<file path="src/assert_macros.svh">
// ----------------------------------------------------------------------------
// Assertion macros
// Shared concurrent assertion wrappers; empty when SYNTHESIS is defined.
// ----------------------------------------------------------------------------
`ifndef ASSERT_MACROS_SVH
`define ASSERT_MACROS_SVH
`ifndef SYNTHESIS
// clocked assertion, off while reset is asserted (active low)
`define TCW_ASSERT(lbl, clk, rst_n, prop, msg) \
    lbl: assert property (@(posedge clk) disable iff (!rst_n) prop) else $error(msg);
// clocked assertion that also holds across reset
`define TCW_ASSERT_NR(lbl, clk, prop, msg) \
    lbl: assert property (@(posedge clk) prop) else $error(msg);
`else
`define TCW_ASSERT(lbl, clk, rst_n, prop, msg)
`define TCW_ASSERT_NR(lbl, clk, prop, msg)
`endif
`endif

</file>
<file path="src/tcw_pkg.sv">
// ----------------------------------------------------------------------------
// tcw_pkg
// Types and constants shared by the text console writer modules.
// ----------------------------------------------------------------------------
package tcw_pkg;

    localparam int unsigned DEF_COLUMNS = 80;
    localparam int unsigned DEF_ROWS    = 25;

    localparam int unsigned OP_W     = 2;
    localparam int unsigned CHAR_W   = 8;
    localparam int unsigned ATTR_W   = 8;
    localparam int unsigned CELL_W   = CHAR_W + ATTR_W;
    localparam int unsigned TAB_STEP = 4;

    localparam int unsigned APB_ADDR_W = 4;
    localparam int unsigned APB_DATA_W = 32;

    localparam logic [CHAR_W-1:0] RST_ATTR      = 8'd0;
    localparam logic [CHAR_W-1:0] RST_NEWLINE   = 8'd10;
    localparam logic [CHAR_W-1:0] RST_BACKSPACE = 8'd8;
    localparam logic [CHAR_W-1:0] RST_TAB       = 8'd9;

    typedef enum logic [OP_W-1:0] {
        OP_PUT   = 2'd0,
        OP_SET   = 2'd1,
        OP_CLEAR = 2'd2,
        OP_READ  = 2'd3
    } t_op;

    typedef struct packed {
        logic [ATTR_W-1:0] text_attribute;
        logic [CHAR_W-1:0] newline_code;
        logic [CHAR_W-1:0] backspace_code;
        logic [CHAR_W-1:0] tab_code;
    } t_cfg;

    typedef struct packed {
        logic load;        // capture the input word
        logic exec;        // decode and update cursor, write or read a cell
        logic sweep_step;  // zero one cell of the sweep range
        logic finish;      // load the result registers and strobe
        logic rd_sel;      // result carries the read cell
    } t_dp_cmd;

    typedef struct packed {
        logic go_clear;
        logic go_scroll;
        logic go_read;
        logic sweep_done;
    } t_dp_status;

endpackage

</file>
<file path="src/tcw_regs.sv">
// ----------------------------------------------------------------------------
// tcw_regs
// APB register file: attribute byte and the three control character codes.
// ----------------------------------------------------------------------------
module tcw_regs (
    input  logic                             i_clk,
    input  logic                             i_rst_n,
    input  logic                             psel,
    input  logic                             penable,
    input  logic                             pwrite,
    input  logic [tcw_pkg::APB_ADDR_W-1:0]   paddr,
    input  logic [tcw_pkg::APB_DATA_W-1:0]   pwdata,
    output logic [tcw_pkg::APB_DATA_W-1:0]   prdata,
    output logic                             pready,
    output tcw_pkg::t_cfg                    o_cfg
);
    import tcw_pkg::*;

    typedef enum logic [1:0] {
        REG_ATTR      = 2'd0,
        REG_NEWLINE   = 2'd1,
        REG_BACKSPACE = 2'd2,
        REG_TAB       = 2'd3
    } t_reg_idx;

    t_cfg              r_cfg;
    t_reg_idx          w_idx;
    logic              w_wr;
    logic [CHAR_W-1:0] w_rd_val;

    assign pready = 1'b1;
    assign w_idx  = t_reg_idx'(paddr[3:2]);
    assign w_wr   = psel && penable && pwrite && pready;

    always_ff @(posedge i_clk) begin
        if (!i_rst_n) begin
            r_cfg.text_attribute <= RST_ATTR;
            r_cfg.newline_code   <= RST_NEWLINE;
            r_cfg.backspace_code <= RST_BACKSPACE;
            r_cfg.tab_code       <= RST_TAB;
        end else if (w_wr) begin
            unique case (w_idx)
                REG_ATTR:      r_cfg.text_attribute <= pwdata[CHAR_W-1:0];
                REG_NEWLINE:   r_cfg.newline_code   <= pwdata[CHAR_W-1:0];
                REG_BACKSPACE: r_cfg.backspace_code <= pwdata[CHAR_W-1:0];
                REG_TAB:       r_cfg.tab_code       <= pwdata[CHAR_W-1:0];
            endcase
        end
    end

    always_comb begin
        unique case (w_idx)
            REG_ATTR:      w_rd_val = r_cfg.text_attribute;
            REG_NEWLINE:   w_rd_val = r_cfg.newline_code;
            REG_BACKSPACE: w_rd_val = r_cfg.backspace_code;
            REG_TAB:       w_rd_val = r_cfg.tab_code;
        endcase
    end

    assign prdata = APB_DATA_W'(w_rd_val);
    assign o_cfg  = r_cfg;

endmodule

</file>
<file path="config.mk">
export PLATFORM = sky130hd
export DESIGN_NAME = tcw_regs
export DESIGN_NICKNAME = d
export VERILOG_FILES = /design/src/assert_macros.svh /design/src/tcw_pkg.sv /design/src/tcw_regs.sv
export SDC_FILE = /design/constraint.sdc
export NUM_CORES = 1
export LEC_CHECK = 0
export BUFFER_PORTS_ARGS = -buffer_cell sky130_fd_sc_hd__buf_2
export CAP_MARGIN = 20
export CORE_MARGIN = 5
export CORE_UTILIZATION = 35
export CTS_CLUSTER_DIAMETER = 40
export CTS_CLUSTER_SIZE = 25
export DETAILED_ROUTE_END_ITERATION = 8
export MAX_ROUTING_LAYER = met4
export PLACE_DENSITY = 0.78
export SYNTH_ARGS = -nofsm -noshare
export SYNTH_HDL_FRONTEND = slang
export SYNTH_SLANG_ARGS = --single-unit
</file>
<file path="constraint.sdc">
create_clock -name i_clk -period 1.2 [get_ports i_clk]
set_input_delay 0 -clock i_clk [delete_from_list [all_inputs] [get_ports i_clk]]
set_output_delay 0 -clock i_clk [all_outputs]
set_load 0.02 [all_outputs]
</file>
==> flow_results.org, run 1 <==
** Timing
- Post-layout minimum cycle time :: 1230 ps
- Period utilization :: 1.03
- The final number of max-transition violations was 0.
- Setup violations remaining at the end of the flow were counted as 8.
- Maximum achievable frequency :: 0.812 GHz
- Worst clock skew on the final layout :: 0 ps
- Setup repair after global routing could not meet its margin everywhere.
- The final count of hold timing violations was 0.
- Summed over all failing endpoints, the final setup total negative slack is -120 ps.
- Once routing completed, OpenROAD measured the worst setup slack at -32.0 ps.

** Worst setup path
- Cell-by-cell listing of the critical path :: mux4_2 -> buf_6
- Along the worst path, the maximum fanout reaches 3.
- The number of buffers and inverters on the critical path is 1.
- The slowest stage of the critical path belongs to the cell sky130_fd_sc_hd__mux4_2.
- The worst register-to-register path has a setup slack of 410 ps.
- Arrival @ worst endpoint :: 1230 ps
- STA classifies the critical path endpoint as an output pin.
- Setup crit start kind :: flop
- Delay of the slowest critical-path stage :: 470 ps
- The critical path is of the reg -> out type.
- Required time at the worst-slack endpoint :: 1200 ps
- On the critical path the largest part of the delay comes from multiplexers.

** CTS
- The longest clock path from root to sink contains 2 buffers.
- Count of H-tree levels built during CTS :: 2
- Counting every sink on the clock net gives 32.
- TritonCTS Buffers :: 5
- CTS placed an instance of sky130_fd_sc_hd__clkbuf_8 at the clock tree root.
- TritonCTS built the clock tree.
- After clock tree synthesis, the clock-pin slew on the worst setup and hold paths is 60 ps.
- Clk_lat worst skew :: 280 ps

** Power
- In this run the power density over the cells is 1020 nW/µm².
- VDD sags by at most 711 µV.
- The analysis attributes to cell leakage a power of 1.10 nW.

** Yosys
- Counting instances in the post-synthesis netlist gives the leading cell types as 35 x sky130_fd_sc_hd__nand2_1, 32 x sky130_fd_sc_hd__dfxtp_1, 27 x sky130_fd_sc_hd__buf_4, 27 x sky130_fd_sc_hd__mux2i_1, 8 x sky130_fd_sc_hd__mux4_2.
- sky130_fd_sc_hd__dfxtp_1 takes more of the synthesized area than any other cell.
- Among all flip-flop cells after synthesis, the most frequent one is sky130_fd_sc_hd__dfxtp_1.
- Fraction of the yosys area taken by sequential cells :: 0.394
- Fraction of post-synthesis cell area in the top cell type by area :: 0.394
- Sorting the synthesized cells by area gives the leading types as sky130_fd_sc_hd__dfxtp_1 39%, sky130_fd_sc_hd__mux2i_1 17%, sky130_fd_sc_hd__buf_4 12%.
- The cell count after synthesis came out at 161.
- Post-synth EDFFs :: 0
- sky130_fd_sc_hd__nand2_1 is the most common cell in the netlist.
- After synthesis, the share of flip-flops with an asynchronous set or reset is 0.
- Syn_area_per_cell :: 10.1 µm²
- Count of synthesis-stage warnings from yosys :: 0
- Count of cell types in the netlist :: 25
- Netlist area before placement :: 1620 µm²
- Counting flops and latches in the post-synthesis netlist gives 32.

** Place
- Routability-driven placement finished with a final weighted congestion of 0.770.
- The number of placed instances, taps included, is 266.
- Buffers on Ports :: 54
- Detailed placement ended at an HPWL of 3.00 mm.

** Final layout
- Antenna diode count :: 0
- Area of the multi-input gates :: 816 µm²
- Fillcell total :: 443
- Utilization after layout :: 0.506
- Register Area :: 678 µm²
- The net count of the finished layout is 281.
- For this run, the number of standard cells in the final layout without fillers is 293.
- Of the cells placed in the final design, the portion with a size suffix greater than 1 is 0.539.
- Compared with the post-synthesis result, the final layout area differs by 37.4%.
- Number of flip-flops under the largest register name :: 32

** Route
- Total Routed Length :: 4.12 mm
- Dividing the detail-routed via count by the number of cells gives 4.59.
- The first detailed-routing pass took 4 iterations.
- Vias post-DR :: 1,345
- In the routed design, unresolved DRC markers number 0.
- The detail route stage leaves a number of antenna-violating nets equal to 0.
- The detailed router finished its first iteration with 72 violations.
- Wire length per cell after detailed routing :: 14.1 µm

** Die
- In this run the standard cell core region covers 4410 µm².
- Initial cell density of the core :: 0.368
- Die Width :: 78.1 µm
- Height of the die :: 78.1 µm
- The die covers 6100 µm².
- Cell row count :: 24
- During I/O placement, the number of pins put on the boundary was 106.

** Global routing
- Global-route wire length before repair :: 6.61 mm
- Antenna violations before repair :: 0
- Overall fraction of global-route tracks in use :: 0.139
- Largest net degree at the start of global routing :: 41
- The total overflow left after global routing is 0.
- Vias in the first global route :: 1,363

** Status
- The run finished, with violations left.
- Violations in the final reports :: setup timing

** Flow run
- Max cap viols :: 0

** Hold path
- Classification of the worst-slack hold path :: in -> reg
report_power, final:
group	leakage [nW]	internal (mW)	switching (mW)
sequential	0.269	1.08	0.00889
clock	0.0455	0.467	0.378
combinational	0.782	0.123	0.213
total	1.10	1.67	0.600
logic make-up after synthesis:
kind of cell / Yosys count / share of synthesized area
AND/OR/NAND/NOR: 47 / 0.139
buffers and inverters: 38 / 0.156
multiplexers: 35 / 0.277
flip-flops: 32 / 0.394
AO/OA/AOI/OAI: 7 / 0.0285
other: 2 / 0.00462
what timing repair did:
action	in CTS	in global routing
hold buffers	2	0
gates resized for setup	38	8
endpoints found under the setup margin	8	8
endpoints found under the hold margin	2	0
buffers inserted	15	2
routing by layer:
layer	global-route usage	part of all wire	wire (µm)
met5	-	0	0
met4	0.0355	0.0041	17
met3	0.0366	0.078	322
met2	0.231	0.51	2110
met1	0.167	0.41	1670
worst reg2reg max path, stage by stage, from the launching register on:
cell and delay, ps:
sky130_fd_sc_hd__dfxtp_2 320, sky130_fd_sc_hd__buf_4 120, sky130_fd_sc_hd__buf_4 120, sky130_fd_sc_hd__nand2_1 50, sky130_fd_sc_hd__mux2i_1 60
through the flow:
stage	hold WS [ps]	area, µm²	power, mW	setup slack [ps]
5_1_grt	59.7	2230	2.38	-65.2
3_3_place_gp	259	1910	1.41	82.3
2_1_floorplan	142	1710	1.38	281
6_report	49.9	2230	2.27	-32.0
3_5_place_dp	279	1910	1.42	75.2
4_1_cts	42.9	2210	2.29	-31.0
cells in the final DEF, fill, tap and decap left out, drive strengths merged, types with 3 or more instances in the layout:
cell and count:
nand3 3, nand2 35, conb 25, dfxtp 32, mux4 8, buf 81
mux2i 27, inv 4, o211ai 3, clkbuf 8, o21ai 3
layout make-up:
class                   count  share of cell area
multi-input cells         114               0.365
flip-flops and latches     32               0.304
repair buffers             83               0.254
clock buffers               8              0.0404
well taps                  52              0.0291
inverters                   4             0.00673
worst paths after layout:
| path | from | end | cells past startpoint |
|---|---|---|---|
| hold reg to reg | o_cfg[9] | o_cfg[9] | 2 |
| hold / removal | pwdata[1] | o_cfg[17] | 3 |
| setup / recovery | o_cfg[12] | prdata[4] | 2 |
| setup reg to reg | o_cfg[1] | o_cfg[1] | 4 |
(Power assumes the default switching activity.)
==> inputs of run 2 (changes only) <==
--- a/config.mk
+++ b/config.mk
@@ -7,6 +7,7 @@
 export LEC_CHECK = 0
 export BUFFER_PORTS_ARGS = -buffer_cell sky130_fd_sc_hd__buf_2
 export CAP_MARGIN = 20
+export CORE_ASPECT_RATIO = 1.75
 export CORE_MARGIN = 5
 export CORE_UTILIZATION = 35
 export CTS_CLUSTER_DIAMETER = 40
==> run 2 against run 1 <==
Net effect: the flow still finishes with violations (setup timing); non-clock buffer count is the same; via count increased by 2.3%; wire length increased by 2.1%; combinational power is essentially flat; sequential share of layout area down 0.62 points; sequential power about the same; worst setup slack lost 21 ps; clock-buffer cell count fell by 1; largest power group is now the clock network.
==> flow_results.org, run 2 (synthesis gave the netlist of run 1 again) <==
** Status
- The run finished, with violations left.
- Violations in the final reports :: setup timing

** Worst setup path
- The worst setup path is launched from a flop.
- In this design, the largest share of critical-path delay is due to multiplexers.
- The signal on the critical path passes through mux4_2 -> buf_6.
- On the worst path, the slowest cell contributes a delay of 480 ps.
- The critical path is of the reg -> out type.
- STA puts the critical path data required time at 1200 ps.
- Along the worst path, the maximum fanout reaches 3.
- Counting both buffers and inverters, the worst setup path holds a total of 1.
- Nature of the critical path endpoint :: output pin
- The largest individual stage delay along the critical path comes from the cell sky130_fd_sc_hd__mux4_2.
- At the worst endpoint, the arrival time is 1250 ps.

** Place
- Total instance count after detailed placement :: 264
- Buffers placed on the I/O ports in this run total 54.
- Summed over all nets, the half-perimeter wirelength after detailed placement is 3.10 mm.
- Prior to clock tree synthesis, the placed netlist has a worst setup slack of 132 ps.
- Final GP Congestion :: 0.773

** Final layout
- The library cells used most frequently in the layout, excluding fill and tap cells, are 46 x sky130_fd_sc_hd__buf_2, 35 x sky130_fd_sc_hd__nand2_1, 27 x sky130_fd_sc_hd__mux2i_1.
- Area of the multi-input gates :: 816 µm²
- The count of cells in the finished layout, fillers not included, comes to 292.
- Utilization after layout :: 0.509
- Of the cells placed in the final design, the portion with a size suffix greater than 1 is 0.531.
- Summing all flip-flop and latch instances after layout gives 673 µm².
- The layout has 398 filler cells.
- Antenna diode count :: 0
- Number of flip-flops under the largest register name :: 32
- The final layout contains 281 nets.
- The library cell used most frequently in the layout, excluding fill and tap cells, is sky130_fd_sc_hd__buf_2.
- Compared with the post-synthesis result, the final layout area differs by 39.3%.

** Flow run
- Max cap viols :: 0

** Power
- Net Sw Power :: 0.620 mW
- Of the total power, registers draw 0.426.
- Internal power summed over all cells :: 1.93 mW
- Combinational cell fraction of total power :: 0.132
- Portion of total power attributed to the clock network :: 0.442
- Power density of the placed cells :: 1130 nW/µm²
- Of the total power, the share spent switching nets is 0.243.
- In this run the static leakage power is 1.11 nW.
- The worst-case IR drop observed on VDD is 954 µV.
- After layout, the design draws a total of 2.55 mW.

** Timing
- The final number of max-transition violations came to 0.
- Setup slack after layout :: -52.7 ps
- Dividing the final minimum period by the clock period gives 1.04.
- After layout, the minimum clock period comes to 1250 ps.
- The clock arrives with 0 ps of skew.
- For this run, the top clock speed supported by timing is 0.798 GHz.
- Setup repair after global routing could not meet its margin everywhere.
- Setup violators final :: 8
- Number of hold-slack violations in the final timing report :: 0

** Die
- The initial utilization of the core area, before any placement, comes to 0.365.
- Core region area :: 4440 µm²
- I/O pins :: 106
- From bottom edge to top edge, the die measures 100 µm.
- Cell row count :: 32
- Die Width :: 61.5 µm
- The floorplan step defined a die boundary enclosing 6160 µm².

** Route
- For this block, the routed nets add up to 4.21 mm of wire.
- Wire length per cell after detailed routing :: 14.4 µm
- In the routed design, unresolved DRC markers number 0.
- Using the TritonRoute via totals, the vias-per-cell ratio works out to 4.71.
- Vias post-DR :: 1,376
- The detail route stage leaves a number of antenna-violating nets equal to 0.
- Number of iterations in the first detailed-routing pass :: 4
- The detailed router finished its first iteration with 33 violations.

** Global routing
- Overall fraction of global-route tracks in use :: 0.147
- Global-route wire length before repair :: 6.49 mm
- Largest net degree at the start of global routing :: 21
- The number of global-route vias before repair came to 1,420.
- Gr ovfl total :: 0
- Antenna violations before repair :: 0

** Hold path
- Classification of the worst-slack hold path :: in -> reg

** CTS
- The clock tree synthesis step divided the H-tree into 2 levels.
- Maximum count of clock buffers along a single path :: 2
- Root buffer cell :: sky130_fd_sc_hd__clkbuf_8
- Worst-path clk slew :: 70 ps
- Clock net sink count :: 32
- Clk_lat worst skew :: 290 ps
- TritonCTS created 5 clock buffers.
- TritonCTS built the clock tree.
-- run 2: cell count changes in the layout (fill, tap and decap cells not counted) --
cell / previous run / this run
sky130_fd_sc_hd__dfxtp_1: 2 / 6
sky130_fd_sc_hd__dfxtp_2: 30 / 26
sky130_fd_sc_hd__clkbuf_1: 2 / 0
sky130_fd_sc_hd__bufinv_16: 0 / 1
sky130_fd_sc_hd__clkbuf_8: 6 / 7
-- run 2: area by class of cell --
cell class,count,area share
clock buffer,7,0.0426
sequential,32,0.298
timing repair buffer,83,0.251
clock inverter,1,0.0133
tap,51,0.0282
inverter,4,0.00664
multi-input combinational,114,0.361
-- run 2: worst reg2reg max path: cells and delay by family (launching register included) --
kind / cells / cell delay [ps]
buf+inv: 2 / 250
flops: 1 / 320
simple gates: 1 / 50
mux: 1 / 60
-- run 2: routing by layer --
metal,GRT usage,up-vias,wire length (µm)
met5,-,-,0
met4,0.0801,0,126
met3,0.0399,10,367
met2,0.257,64,2310
met1,0.138,640,1410
li1,-,662,-
-- run 2: worst paths after layout --
check	start	endpoint	slack (ps)	cells after the start
worst max-delay path	o_cfg[0]	prdata[0]	-50	2
worst max register to register	o_cfg[7]	o_cfg[7]	410	4
worst min-delay path	pwdata[1]	o_cfg[17]	30	3
worst min register to register	o_cfg[26]	o_cfg[26]	460	2
-- run 2: power groups by stage --
stage,registers (mW),clock network [mW],logic [mW]
after global routing,1.09,1.19,0.362
after CTS,1.09,1.15,0.335
after global placement,1.11,0,0.298
after floorplan,1.13,0,0.255
final,1.09,1.13,0.336
after detailed placement,1.11,0,0.302
-- run 2: timing repair --
| action | 4_1_cts | 5_1_grt |
|---|---|---|
| hold buffers | 2 | 0 |
| endpoints found under the hold margin | 2 | 0 |
| gates resized for setup | 37 | 5 |
| setup endpoints to repair | 8 | 8 |
| setup buffers | 16 | 2 |
-- run 2: metrics by stage --
| step | TNS (ps) | hold slack [ps] | cell area (µm²) |
|---|---|---|---|
| detailed placement | 0 | 280 | 1900 |
| global route | -439 | 49.1 | 2260 |
| finish | -222 | 29.2 | 2260 |
| floorplan | 0 | 142 | 1710 |
| CTS | -293 | 21.8 | 2240 |
| global placement | 0 | 266 | 1900 |
