--- config.mk ---
export PLATFORM = sky130hd
export DESIGN_NAME = tcw_ctrl
export DESIGN_NICKNAME = d
export VERILOG_FILES = /design/src/tcw_pkg.sv /design/src/tcw_ctrl.sv
export VERILOG_INCLUDE_DIRS = /design/src /design/src/src
export SDC_FILE = /design/constraint.sdc
export NUM_CORES = 1
export LEC_CHECK = 0
export ABC_AREA = 1
export BUFFER_PORTS_ARGS = -buffer_cell sky130_fd_sc_hd__buf_2
export CORE_AREA = 2 2 39 41
export DETAILED_ROUTE_END_ITERATION = 10
export DIE_AREA = 0 0 41 43
export PLACE_DENSITY = 0.54
export SYNTH_ARGS = -nofsm -noshare
export SYNTH_HDL_FRONTEND = slang
export SYNTH_SLANG_ARGS = --single-unit
--- constraint.sdc ---
create_clock -name i_clk -period 0.97 [get_ports i_clk]
set_input_delay 0.0485 -clock i_clk [delete_from_list [all_inputs] [get_ports i_clk]]
set_output_delay 0.0485 -clock i_clk [all_outputs]
set_load 0.02 [all_outputs]
--- src/assert_macros.svh ---
// ----------------------------------------------------------------------------
// Assertion macros
// Shared concurrent assertion wrappers; empty when SYNTHESIS is defined.
// ----------------------------------------------------------------------------
`ifndef ASSERT_MACROS_SVH
`define ASSERT_MACROS_SVH
`ifndef SYNTHESIS
// clocked assertion, off while reset is asserted (active low)
`define TCW_ASSERT(lbl, clk, rst_n, prop, msg) \
    lbl: assert property (@(posedge clk) disable iff (!rst_n) prop) else $error(msg);
// clocked assertion that also holds across reset
`define TCW_ASSERT_NR(lbl, clk, prop, msg) \
    lbl: assert property (@(posedge clk) prop) else $error(msg);
`else
`define TCW_ASSERT(lbl, clk, rst_n, prop, msg)
`define TCW_ASSERT_NR(lbl, clk, prop, msg)
`endif
`endif

--- src/tcw_pkg.sv ---
// ----------------------------------------------------------------------------
// tcw_pkg
// Types and constants shared by the text console writer modules.
// ----------------------------------------------------------------------------
package tcw_pkg;

    localparam int unsigned DEF_COLUMNS = 80;
    localparam int unsigned DEF_ROWS    = 25;

    localparam int unsigned OP_W     = 2;
    localparam int unsigned CHAR_W   = 8;
    localparam int unsigned ATTR_W   = 8;
    localparam int unsigned CELL_W   = CHAR_W + ATTR_W;
    localparam int unsigned TAB_STEP = 4;

    localparam int unsigned APB_ADDR_W = 4;
    localparam int unsigned APB_DATA_W = 32;

    localparam logic [CHAR_W-1:0] RST_ATTR      = 8'd0;
    localparam logic [CHAR_W-1:0] RST_NEWLINE   = 8'd10;
    localparam logic [CHAR_W-1:0] RST_BACKSPACE = 8'd8;
    localparam logic [CHAR_W-1:0] RST_TAB       = 8'd9;

    typedef enum logic [OP_W-1:0] {
        OP_PUT   = 2'd0,
        OP_SET   = 2'd1,
        OP_CLEAR = 2'd2,
        OP_READ  = 2'd3
    } t_op;

    typedef struct packed {
        logic [ATTR_W-1:0] text_attribute;
        logic [CHAR_W-1:0] newline_code;
        logic [CHAR_W-1:0] backspace_code;
        logic [CHAR_W-1:0] tab_code;
    } t_cfg;

    typedef struct packed {
        logic load;        // capture the input word
        logic exec;        // decode and update cursor, write or read a cell
        logic sweep_step;  // zero one cell of the sweep range
        logic finish;      // load the result registers and strobe
        logic rd_sel;      // result carries the read cell
    } t_dp_cmd;

    typedef struct packed {
        logic go_clear;
        logic go_scroll;
        logic go_read;
        logic sweep_done;
    } t_dp_status;

endpackage

--- src/tcw_ctrl.sv ---
// ----------------------------------------------------------------------------
// tcw_ctrl
// Sequencer: reset clearing pass, command accept, execute, read wait, sweeps.
// ----------------------------------------------------------------------------
`include "assert_macros.svh"

module tcw_ctrl (
    input  logic                  i_clk,
    input  logic                  i_rst_n,
    input  logic                  start,
    output logic                  busy,
    input  tcw_pkg::t_dp_status   i_status,
    output tcw_pkg::t_dp_cmd      o_cmd
);
    import tcw_pkg::*;

    typedef enum logic [4:0] {
        ST_INIT  = 5'b00001,
        ST_IDLE  = 5'b00010,
        ST_EXEC  = 5'b00100,
        ST_READ  = 5'b01000,
        ST_SWEEP = 5'b10000
    } t_state;

    t_state  r_state;
    t_state  n_state;
    t_dp_cmd w_cmd;

    always_ff @(posedge i_clk) begin
        if (!i_rst_n) begin
            r_state <= ST_INIT;
        end else begin
            r_state <= n_state;
        end
    end

    always_comb begin
        n_state = r_state;
        w_cmd   = '0;
        unique case (r_state)
            ST_INIT: begin
                w_cmd.sweep_step = 1'b1;
                if (i_status.sweep_done) n_state = ST_IDLE;
            end
            ST_IDLE: begin
                if (start) begin
                    w_cmd.load = 1'b1;
                    n_state    = ST_EXEC;
                end
            end
            ST_EXEC: begin
                w_cmd.exec = 1'b1;
                priority if (i_status.go_clear || i_status.go_scroll) begin
                    n_state = ST_SWEEP;
                end else if (i_status.go_read) begin
                    n_state = ST_READ;
                end else begin
                    w_cmd.finish = 1'b1;
                    n_state      = ST_IDLE;
                end
            end
            ST_READ: begin
                w_cmd.finish = 1'b1;
                w_cmd.rd_sel = 1'b1;
                n_state      = ST_IDLE;
            end
            ST_SWEEP: begin
                w_cmd.sweep_step = 1'b1;
                if (i_status.sweep_done) begin
                    w_cmd.finish = 1'b1;
                    n_state      = ST_IDLE;
                end
            end
            default: n_state = ST_IDLE;
        endcase
    end

    assign o_cmd = w_cmd;
    assign busy  = (r_state != ST_IDLE);

    `TCW_ASSERT(a_exec_after_accept, i_clk, i_rst_n, (r_state == ST_EXEC) |-> $past(start && (r_state == ST_IDLE)), "exec without an accepted word")
    `TCW_ASSERT(a_finish_to_idle, i_clk, i_rst_n, w_cmd.finish |=> (r_state == ST_IDLE), "finish did not return to idle")
    `TCW_ASSERT_NR(a_busy_after_reset, i_clk, !i_rst_n |=> busy, "not busy during clearing pass")

endmodule

==> results of run 1 <==
==> power by group through the flow <==
stage	Clock (W)	Combinational, W	Sequential [W]
final	0.000251	0.000211	0.000238
after global routing	0.000264	0.000233	0.000239
after CTS	0.000256	0.000188	0.000238
after detailed placement	0	0.000157	0.000241
after global placement	0	0.000156	0.000240
after floorplan	0	0.000112	0.000239
==> cell type report <==
type,count,area (um^2)
fill,144,759
multi-input combinational,34,249
timing repair buffer,23,185
sequential,5,106
inverter,10,37.5
clock buffer,4,26.3
tap,16,20.0
==> final timing paths <==
path,startpoint,endpoint,slack [ps]
max reg2reg,r_state[1]$_SDFFE_PN0P_,r_state[1]$_SDFFE_PN0P_,-300
max,r_state[1]$_SDFFE_PN0P_,o_cmd[1],-320
min reg2reg,r_state[4]$_SDFFE_PN0P_,r_state[4]$_SDFFE_PN0P_,550
min,i_rst_n,r_state[0]$_SDFFE_PN1P_,8
==> metrics by stage <==
step | std cells | total power [W] | setup WS, ps | utilization
floorplan | 49 | 0.000351 | -140 | -
global placement | 81 | 0.000396 | -111 | 0.332
detailed placement | 81 | 0.000398 | -143 | 0.332
CTS | 89 | 0.000682 | -329 | 0.426
global route | 92 | 0.000735 | -375 | 0.451
finish | 92 | 0.000699 | -323 | 0.451
==> logic make-up (layout without fill, tap and decap cells) <==
| group | Yosys count | count (layout) | synth area share |
|---|---|---|---|
| DFF | 5 | 5 | 0.316 |
| and+or+nand+nor | 32 | 32 | 0.534 |
| buffers and inverters | 10 | 37 | 0.119 |
| AOI/OAI and AO/OA | 2 | 2 | 0.0316 |
==> cell usage in the layout (no fill, tap or decap), types with 4 or more instances in the layout <==
cell	instances
buf_2	7
buf_4	8
buf_6	8
inv_1	6
inv_2	4
nand2_1	7
nor2_1	6
==> synthesized netlist by cell type, types with 2 or more instances <==
| library cell | number | share of area |
|---|---|---|
| nor2_4 | 2 | 0.071 |
| nor3_1 | 2 | 0.032 |
| nand3_2 | 2 | 0.063 |
| nand2_1 | 8 | 0.095 |
| nand3_1 | 3 | 0.047 |
| nand2_2 | 3 | 0.059 |
| dfxtp_1 | 5 | 0.32 |
| inv_1 | 8 | 0.095 |
| inv_2 | 2 | 0.024 |
| nor2_1 | 9 | 0.11 |
==> timing repair <==
| item | 4_1_cts | 5_1_grt |
|---|---|---|
| gates resized for setup | 23 | 5 |
| cloned | 0 | 0 |
| pin swaps | 6 | 6 |
| setup endpoints to repair | 10 | 10 |
| buffers inserted | 4 | 4 |
==> per-layer routing <==
layer / share of wire / vias up
li1: - / 206
met1: 0.43 / 168
met2: 0.49 / 13
met3: 0.051 / 2
met4: 0.022 / 0
met5: 0 / -
==> impl_metrics.py, run 1 <==
metrics = {
    "status": {
        "status": "complete, but fails checks",
        "violations": "negative setup slack",
    },
    "power_and_ir_drop": {
        "peakVddDrop_v": 0.000538,
        "power.share.clock": 0.359,
        "netSwitchingPower_w": 0.000231,
        "seq_power_share": 0.340,
        "p_per_area_mw_per_mm2": 1120,
        "internal-power_w": 0.000469,
        "swShare": 0.330,
        "p_leak_nw": 0.302,
        "comb_power_share": 0.301,
    },
    "detailed_routing": {
        "drtIter0Drc": 3,
        "dr.pass1.iters": 2,
        "routed_wirelength_um": 829,
        "viasPerCell": 4.23,
        "vias": 389,
        "drc_errors": 0,
        "wl_per_cell_um": 9.01,
        "ant_nets": 0,
    },
    "worst_setup_path": {
        "critPathKind": "reg2out",
        "critPathMaxStageDelay_ps": 330,
        "crit_family": "simple AND/OR/NAND/NOR gates",
        "cp_slowest_cell": "dfxtp_2",
        "cp.depth": 6,
        "critical_path_buf_inv_count": 1,
        "crit_chain": "nor2_4 > nand2_4 > nor2_4 > nand3_2 > nand2_1 > buf_6",
        "reg2reg_depth": 9,
        "required_ps": 920,
        "critPathMostFrequentCell": "nor2_4",
        "cp_data_arrival_time_ps": 1240,
        "critPathLaunchType": "flip-flop",
        "endpoint_kind": "primary output",
        "path_max_fanout": 4,
    },
    "finish": {
        "fin_area_um2": 624,
        "largest-register": "r_state",
        "fin_nets": 84,
        "largestRegisters": "r_state x5",
        "largest_reg_flops": 5,
        "area_growth_pct": 97.2,
        "drive_gt1_frac": 0.658,
        "n_antenna_cell": 0,
    },
    "placement": {
        "dpl_cell_area_um2": 459,
        "io_buffer_count": 12,
        "hpwl_um": 586,
        "place_congestion": 0.703,
    },
    "timing": {
        "holdWs_ps": 8.48,
        "setup_tns_ps": -1890,
        "fin_crit_ps": 1290,
        "relSlewSlack": 0.870,
        "fin_crit_sh": 1.33,
        "finalMaxSlewViolations": 0,
        "setup_ws_ps": -323,
        "hold_viol_final": 0,
        "worst_pin_slew_ps": 194,
        "setup_viol": 10,
        "rsz0062_at_grt": "yes",
        "fin_skew_ps": 2.53,
        "max_freq_mhz": 774,
    },
    "synth": {
        "yosysSeqAreaShare": 0.316,
        "synth-edff-count": 0,
        "postSynth.asyncResetShare": 0,
        "synth_ff_type": "dfxtp_1",
        "synth_seq_cells": 5,
        "ys_types": 15,
        "avgSynthCellArea_um2": 6.46,
        "syn-cell-area_um2": 317,
        "netlist_instances": 49,
        "syn_nets": 56,
        "yosysWarnings": 0,
    },
    "grt": {
        "use_met2": 0.169,
        "grt_max_degree": 6,
        "grt_pass1_vias": 337,
        "grt-ovfl-total": 0,
        "grt_use_met3": 0.0157,
        "antenna_found_initial": 0,
        "grt_pass1_wl_um": 1210,
        "busiest_layer": "met2",
        "use_met1": 0.106,
        "track_usage": 0.106,
    },
    "clock_network": {
        "cts_root_buf": "clkbuf_4",
        "cts_buffers": 3,
        "cts_tree": "built",
        "cts_num_sinks": 5,
        "clkTransAtPathRegs_ps": 40,
        "hold_buffers": 0,
        "clock_path_buffers": 2,
        "cts_htree_levels": 1,
        "clock_latency_ps": 250,
    },
    "flow_run": {
        "cap_violations": 0,
    },
    "floorplan": {
        "core-area_mm2": 0.00138,
        "initial_core_util": 0.229,
        "rows": 14,
        "ios": 13,
        "die-height_um": 43,
        "die_w_um": 41,
        "die_area_mm2": 0.00176,
    },
    "worst_hold_path": {
        "worstHoldPathCells": 2,
        "hp-class": "in2reg",
    },
}
Power figures use the tool's default switching activity.
==> run 2: changes to the inputs <==
--- a/config.mk
+++ b/config.mk
@@ -15,3 +15,4 @@
 export SYNTH_ARGS = -nofsm -noshare
 export SYNTH_HDL_FRONTEND = slang
 export SYNTH_SLANG_ARGS = --single-unit
+export TNS_END_PERCENT = 30
==> impl_metrics.py, run 2 (synthesis gave the netlist of run 1 again) <==
metrics = {
    "worst_setup_path": {
        "critPathKind": "reg2out",
        "reg2reg_depth": 9,
        "required_ps": 920,
        "regToRegSetupSlack_ps": -210,
        "cp_data_arrival_time_ps": 1230,
        "r2r-end": "r_state[1]$_SDFFE_PN0P_",
        "reg2reg_from": "r_state[0]$_SDFFE_PN1P_",
        "path_max_fanout": 4,
        "cp-endpoint": "o_cmd[1]",
        "endpoint_kind": "primary output",
        "startpoint": "r_state[0]$_SDFFE_PN1P_",
        "critPathLaunchType": "flip-flop",
    },
    "grt": {
        "grt_pass1_vias": 328,
        "antenna_found_initial": 0,
        "track_usage": 0.104,
        "grt-ovfl-total": 0,
        "grt_max_degree": 6,
        "grt_pass1_wl_um": 1180,
    },
    "detailed_routing": {
        "vias": 396,
        "ant_nets": 0,
        "drtIter0Drc": 7,
        "wl_per_cell_um": 8.97,
        "viasPerCell": 4.35,
        "dr.pass1.iters": 4,
        "routed_wirelength_um": 816,
        "drc_errors": 0,
    },
    "clock_network": {
        "clock_latency_ps": 240,
        "clock_path_buffers": 2,
        "clkTransAtPathRegs_ps": 40,
        "cts_buffers": 3,
        "cts_num_sinks": 5,
        "cts_root_buf": "clkbuf_4",
        "cts_tree": "built",
        "cts_htree_levels": 1,
    },
    "worst_hold_path": {
        "hp-class": "in2reg",
    },
    "timing": {
        "fin_crit_ps": 1280,
        "relSlewSlack": 0.877,
        "hold_viol_final": 0,
        "fin_crit_sh": 1.32,
        "fin_skew_ps": 0.251,
        "finalMaxSlewViolations": 0,
        "worst_pin_slew_ps": 184,
        "setup_ws_ps": -312,
        "rsz0062_at_grt": "yes",
        "max_freq_mhz": 780,
        "setup_tns_ps": -1770,
        "setup_viol": 11,
    },
    "finish": {
        "multi_input_area_um2": 224,
        "layout_common_cells": "buf_4, nand2_1, nor2_1, buf_2, inv_1",
        "area_growth_pct": 81.4,
        "layout.area.seq_um2": 108,
        "instances_no_fill": 91,
        "largestRegisters": "r_state x5",
        "drive_gt1_frac": 0.640,
        "fillCellCount": 153,
        "largest_reg_flops": 5,
        "fin_nets": 83,
        "n_antenna_cell": 0,
        "largest-register": "r_state",
        "layout_commonest_cell": "buf_4",
    },
    "flow_run": {
        "cap_violations": 0,
    },
    "floorplan": {
        "die_w_um": 41,
        "die_area_mm2": 0.00176,
        "ios": 13,
        "die-height_um": 43,
        "rows": 14,
        "initial_core_util": 0.229,
        "core-area_mm2": 0.00138,
    },
    "power_and_ir_drop": {
        "p_per_area_mw_per_mm2": 1160,
        "peakVddDrop_v": 0.000533,
        "total_power_w": 0.000667,
        "p_leak_nw": 0.281,
    },
    "placement": {
        "dp_slack_ps": -119,
        "placed_cells": 81,
        "io_buffer_count": 12,
        "place_congestion": 0.731,
        "hpwl_um": 584,
    },
    "status": {
        "violations": "negative setup slack",
        "status": "complete, but fails checks",
    },
}
-- run 2: worst min path at each step --
| stage | start | to | slack, ps | depth (start not counted) |
|---|---|---|---|---|
| finish | i_rst_n | r_state[0]$_SDFFE_PN1P_ | 20 | 2 |
| global route | i_rst_n | r_state[0]$_SDFFE_PN1P_ | 20 | 2 |
| CTS | i_rst_n | r_state[0]$_SDFFE_PN1P_ | 20 | 2 |
| detailed placement | i_rst_n | r_state[0]$_SDFFE_PN1P_ | 280 | 2 |
| global placement | i_rst_n | r_state[0]$_SDFFE_PN1P_ | 270 | 2 |
| floorplan | i_rst_n | r_state[0]$_SDFFE_PN1P_ | 120 | 1 |
-- run 2: layout make-up --
type / count / share of cell area
well taps: 16 / 0.0349
clock buffers: 4 / 0.0458
repair buffers: 22 / 0.277
inverters: 10 / 0.0654
flip-flops and latches: 5 / 0.187
multi-input cells: 34 / 0.390
-- run 2: critical path: stages, from the launching register on --
cell     delay, ps
dfxtp_2        340
nor2_4         140
nand2_4         80
nor2_4         150
nand3_2        100
nand2_2         70
buf_6          110
-- run 2: stage by stage --
step	cell area, um^2	hold slack (ps)	utilization
floorplan	344	125	-
global placement	454	265	0.328
detailed placement	454	276	0.328
CTS	527	19.2	0.381
global route	574	22.6	0.415
finish	574	22.4	0.415
-- run 2: metal layers --
layer	share of wire	track usage	up-vias
li1	-	-	203
met5	0	0	-
met2	0.48	0.138	15
met3	0.072	0.0314	4
met4	0.028	0.100	0
met1	0.42	0.123	174
-- run 2: what timing repair did --
item                                    in CTS  in global routing
resized for setup                           13                  6
setup buffers                                2                  4
pin swaps                                    6                  5
endpoints found under the setup margin      10                 10
hold buffers                                 0                  0
-- run 2: report_power, final --
group | switching (W) | total [W] | internal [W]
logic | 0.000106 | 0.000189 | 0.0000830
clock network | 0.0000826 | 0.000238 | 0.000155
registers | 0.0000174 | 0.000240 | 0.000223
total | 0.000206 | 0.000667 | 0.000461
==> run 3: changes to the inputs <==
--- a/config.mk
+++ b/config.mk
@@ -11,7 +11,7 @@
 export CORE_AREA = 2 2 39 41
 export DETAILED_ROUTE_END_ITERATION = 10
 export DIE_AREA = 0 0 41 43
-export PLACE_DENSITY = 0.54
+export PLACE_DENSITY_LB_ADDON = 0.12
 export SYNTH_ARGS = -nofsm -noshare
 export SYNTH_HDL_FRONTEND = slang
 export SYNTH_SLANG_ARGS = --single-unit
==> impl_metrics.py, run 3 (synthesis gave the netlist of run 1 again) <==
metrics = {
    "detailed_routing": {
        "drc_errors": 0,
        "ant_nets": 0,
        "routed_wirelength_um": 801,
        "drtIter0Drc": 10,
        "viasPerCell": 4.33,
        "vias": 381,
        "dr.pass1.iters": 2,
        "wl_per_cell_um": 9.10,
    },
    "power_and_ir_drop": {
        "p_per_area_mw_per_mm2": 1230,
        "p_leak_nw": 0.270,
        "peakVddDrop_v": 0.000528,
    },
    "timing": {
        "fin_crit_sh": 1.28,
        "rsz0062_at_grt": "yes",
        "setup_tns_ps": -1570,
        "worst_pin_slew_ps": 191,
        "setup_ws_ps": -271,
        "finalMaxSlewViolations": 0,
        "fin_crit_ps": 1240,
        "fin_skew_ps": 0.309,
        "hold_viol_final": 0,
        "max_freq_mhz": 806,
        "relSlewSlack": 0.872,
        "setup_viol": 9,
    },
    "worst_setup_path": {
        "path_max_fanout": 4,
        "required_ps": 920,
        "critPathLaunchType": "flip-flop",
        "endpoint_kind": "primary output",
        "cp_data_arrival_time_ps": 1190,
        "critPathKind": "reg2out",
    },
    "grt": {
        "grt-ovfl-total": 0,
        "grt_pass1_vias": 346,
        "antenna_found_initial": 0,
        "grt_pass1_wl_um": 1280,
        "track_usage": 0.109,
        "grt_max_degree": 6,
    },
    "floorplan": {
        "core-area_mm2": 0.00138,
        "die-height_um": 43,
        "rows": 14,
        "die_area_mm2": 0.00176,
        "initial_core_util": 0.229,
        "die_w_um": 41,
        "ios": 13,
    },
    "finish": {
        "layout_common_cells": "buf_2, buf_4, nor2_1",
        "largestRegisters": "r_state x5",
        "fillCellCount": 164,
        "largest_reg_flops": 5,
        "post-route-util": 0.391,
        "fin_nets": 80,
        "n_antenna_cell": 0,
        "area_growth_pct": 70.8,
        "largest-register": "r_state",
        "drive_gt1_frac": 0.597,
    },
    "placement": {
        "io_buffer_count": 12,
        "place_congestion": 0.661,
        "hpwl_um": 658,
    },
    "clock_network": {
        "cts_num_sinks": 5,
        "cts_root_buf": "clkbuf_4",
        "clock_path_buffers": 2,
        "cts_tree": "built",
        "cts_buffers": 3,
        "clock_latency_ps": 240,
        "clkTransAtPathRegs_ps": 40,
        "hold_buffers": 0,
        "cts_htree_levels": 1,
    },
    "flow_run": {
        "cap_violations": 0,
    },
    "worst_hold_path": {
        "hp-class": "in2reg",
    },
    "status": {
        "status": "complete, but fails checks",
        "violations": "negative setup slack",
    },
}
run 3: metrics by stage:
stage	area, um^2	hold slack (ps)	total power (W)	std cells	setup WS (ps)
after floorplan	344	125	0.000347	49	-140
after global routing	541	31.2	0.000706	88	-365
final	541	21.8	0.000665	88	-271
after detailed placement	469	272	0.000411	83	-153
after global placement	469	269	0.000411	83	-150
after CTS	526	23.3	0.000665	88	-288
run 3: worst max-delay path: stages (launching register included):
cell and delay (ps):
dfxtp_4 350, nor2_4 120, nand2_4 80, nor2_4 120
nand3_2 100, nand2_2 70, buf_6 110
run 3: repair_timing:
action                                 CTS  global route
buffers inserted                         1             0
resized for setup                        9             4
setup endpoints to repair               11            11
pin swaps                                6             1
endpoints found under the hold margin    0             0
run 3: final timing paths:
check | from | endpoint | slack [ps] | cells after the start
worst max-delay path | r_state[0]$_SDFFE_PN1P_ | o_cmd[1] | -270 | 6
worst min-delay path | i_rst_n | r_state[0]$_SDFFE_PN1P_ | 20 | 2
worst min register to register | r_state[4]$_SDFFE_PN0P_ | r_state[4]$_SDFFE_PN0P_ | 490 | 2
worst max register to register | r_state[0]$_SDFFE_PN1P_ | r_state[1]$_SDFFE_PN0P_ | -210 | 9
run 3: routing by layer:
metal | wire length [um] | global-route usage | vias up
li1 | - | - | 197
met1 | 345 | 0.129 | 166
met5 | 0 | 0 | -
met4 | 27 | 0.0800 | 0
met2 | 393 | 0.166 | 13
met3 | 35 | 0.0157 | 5
run 3: power by group:
group          switching, W  internal [W]
logic              0.000106     0.0000788
clock network     0.0000865      0.000156
registers         0.0000162      0.000221
total              0.000209      0.000456
run 3: cell type report:
| class | count | area, um^2 | share of cell area |
|---|---|---|---|
| Multi-Input combinational cell | 34 | 225 | 0.417 |
| Timing Repair Buffer | 19 | 124 | 0.229 |
| Clock buffer | 4 | 26.3 | 0.0486 |
| Tap cell | 16 | 20.0 | 0.0370 |
| Sequential cell | 5 | 108 | 0.199 |
| Inverter | 10 | 37.5 | 0.0694 |
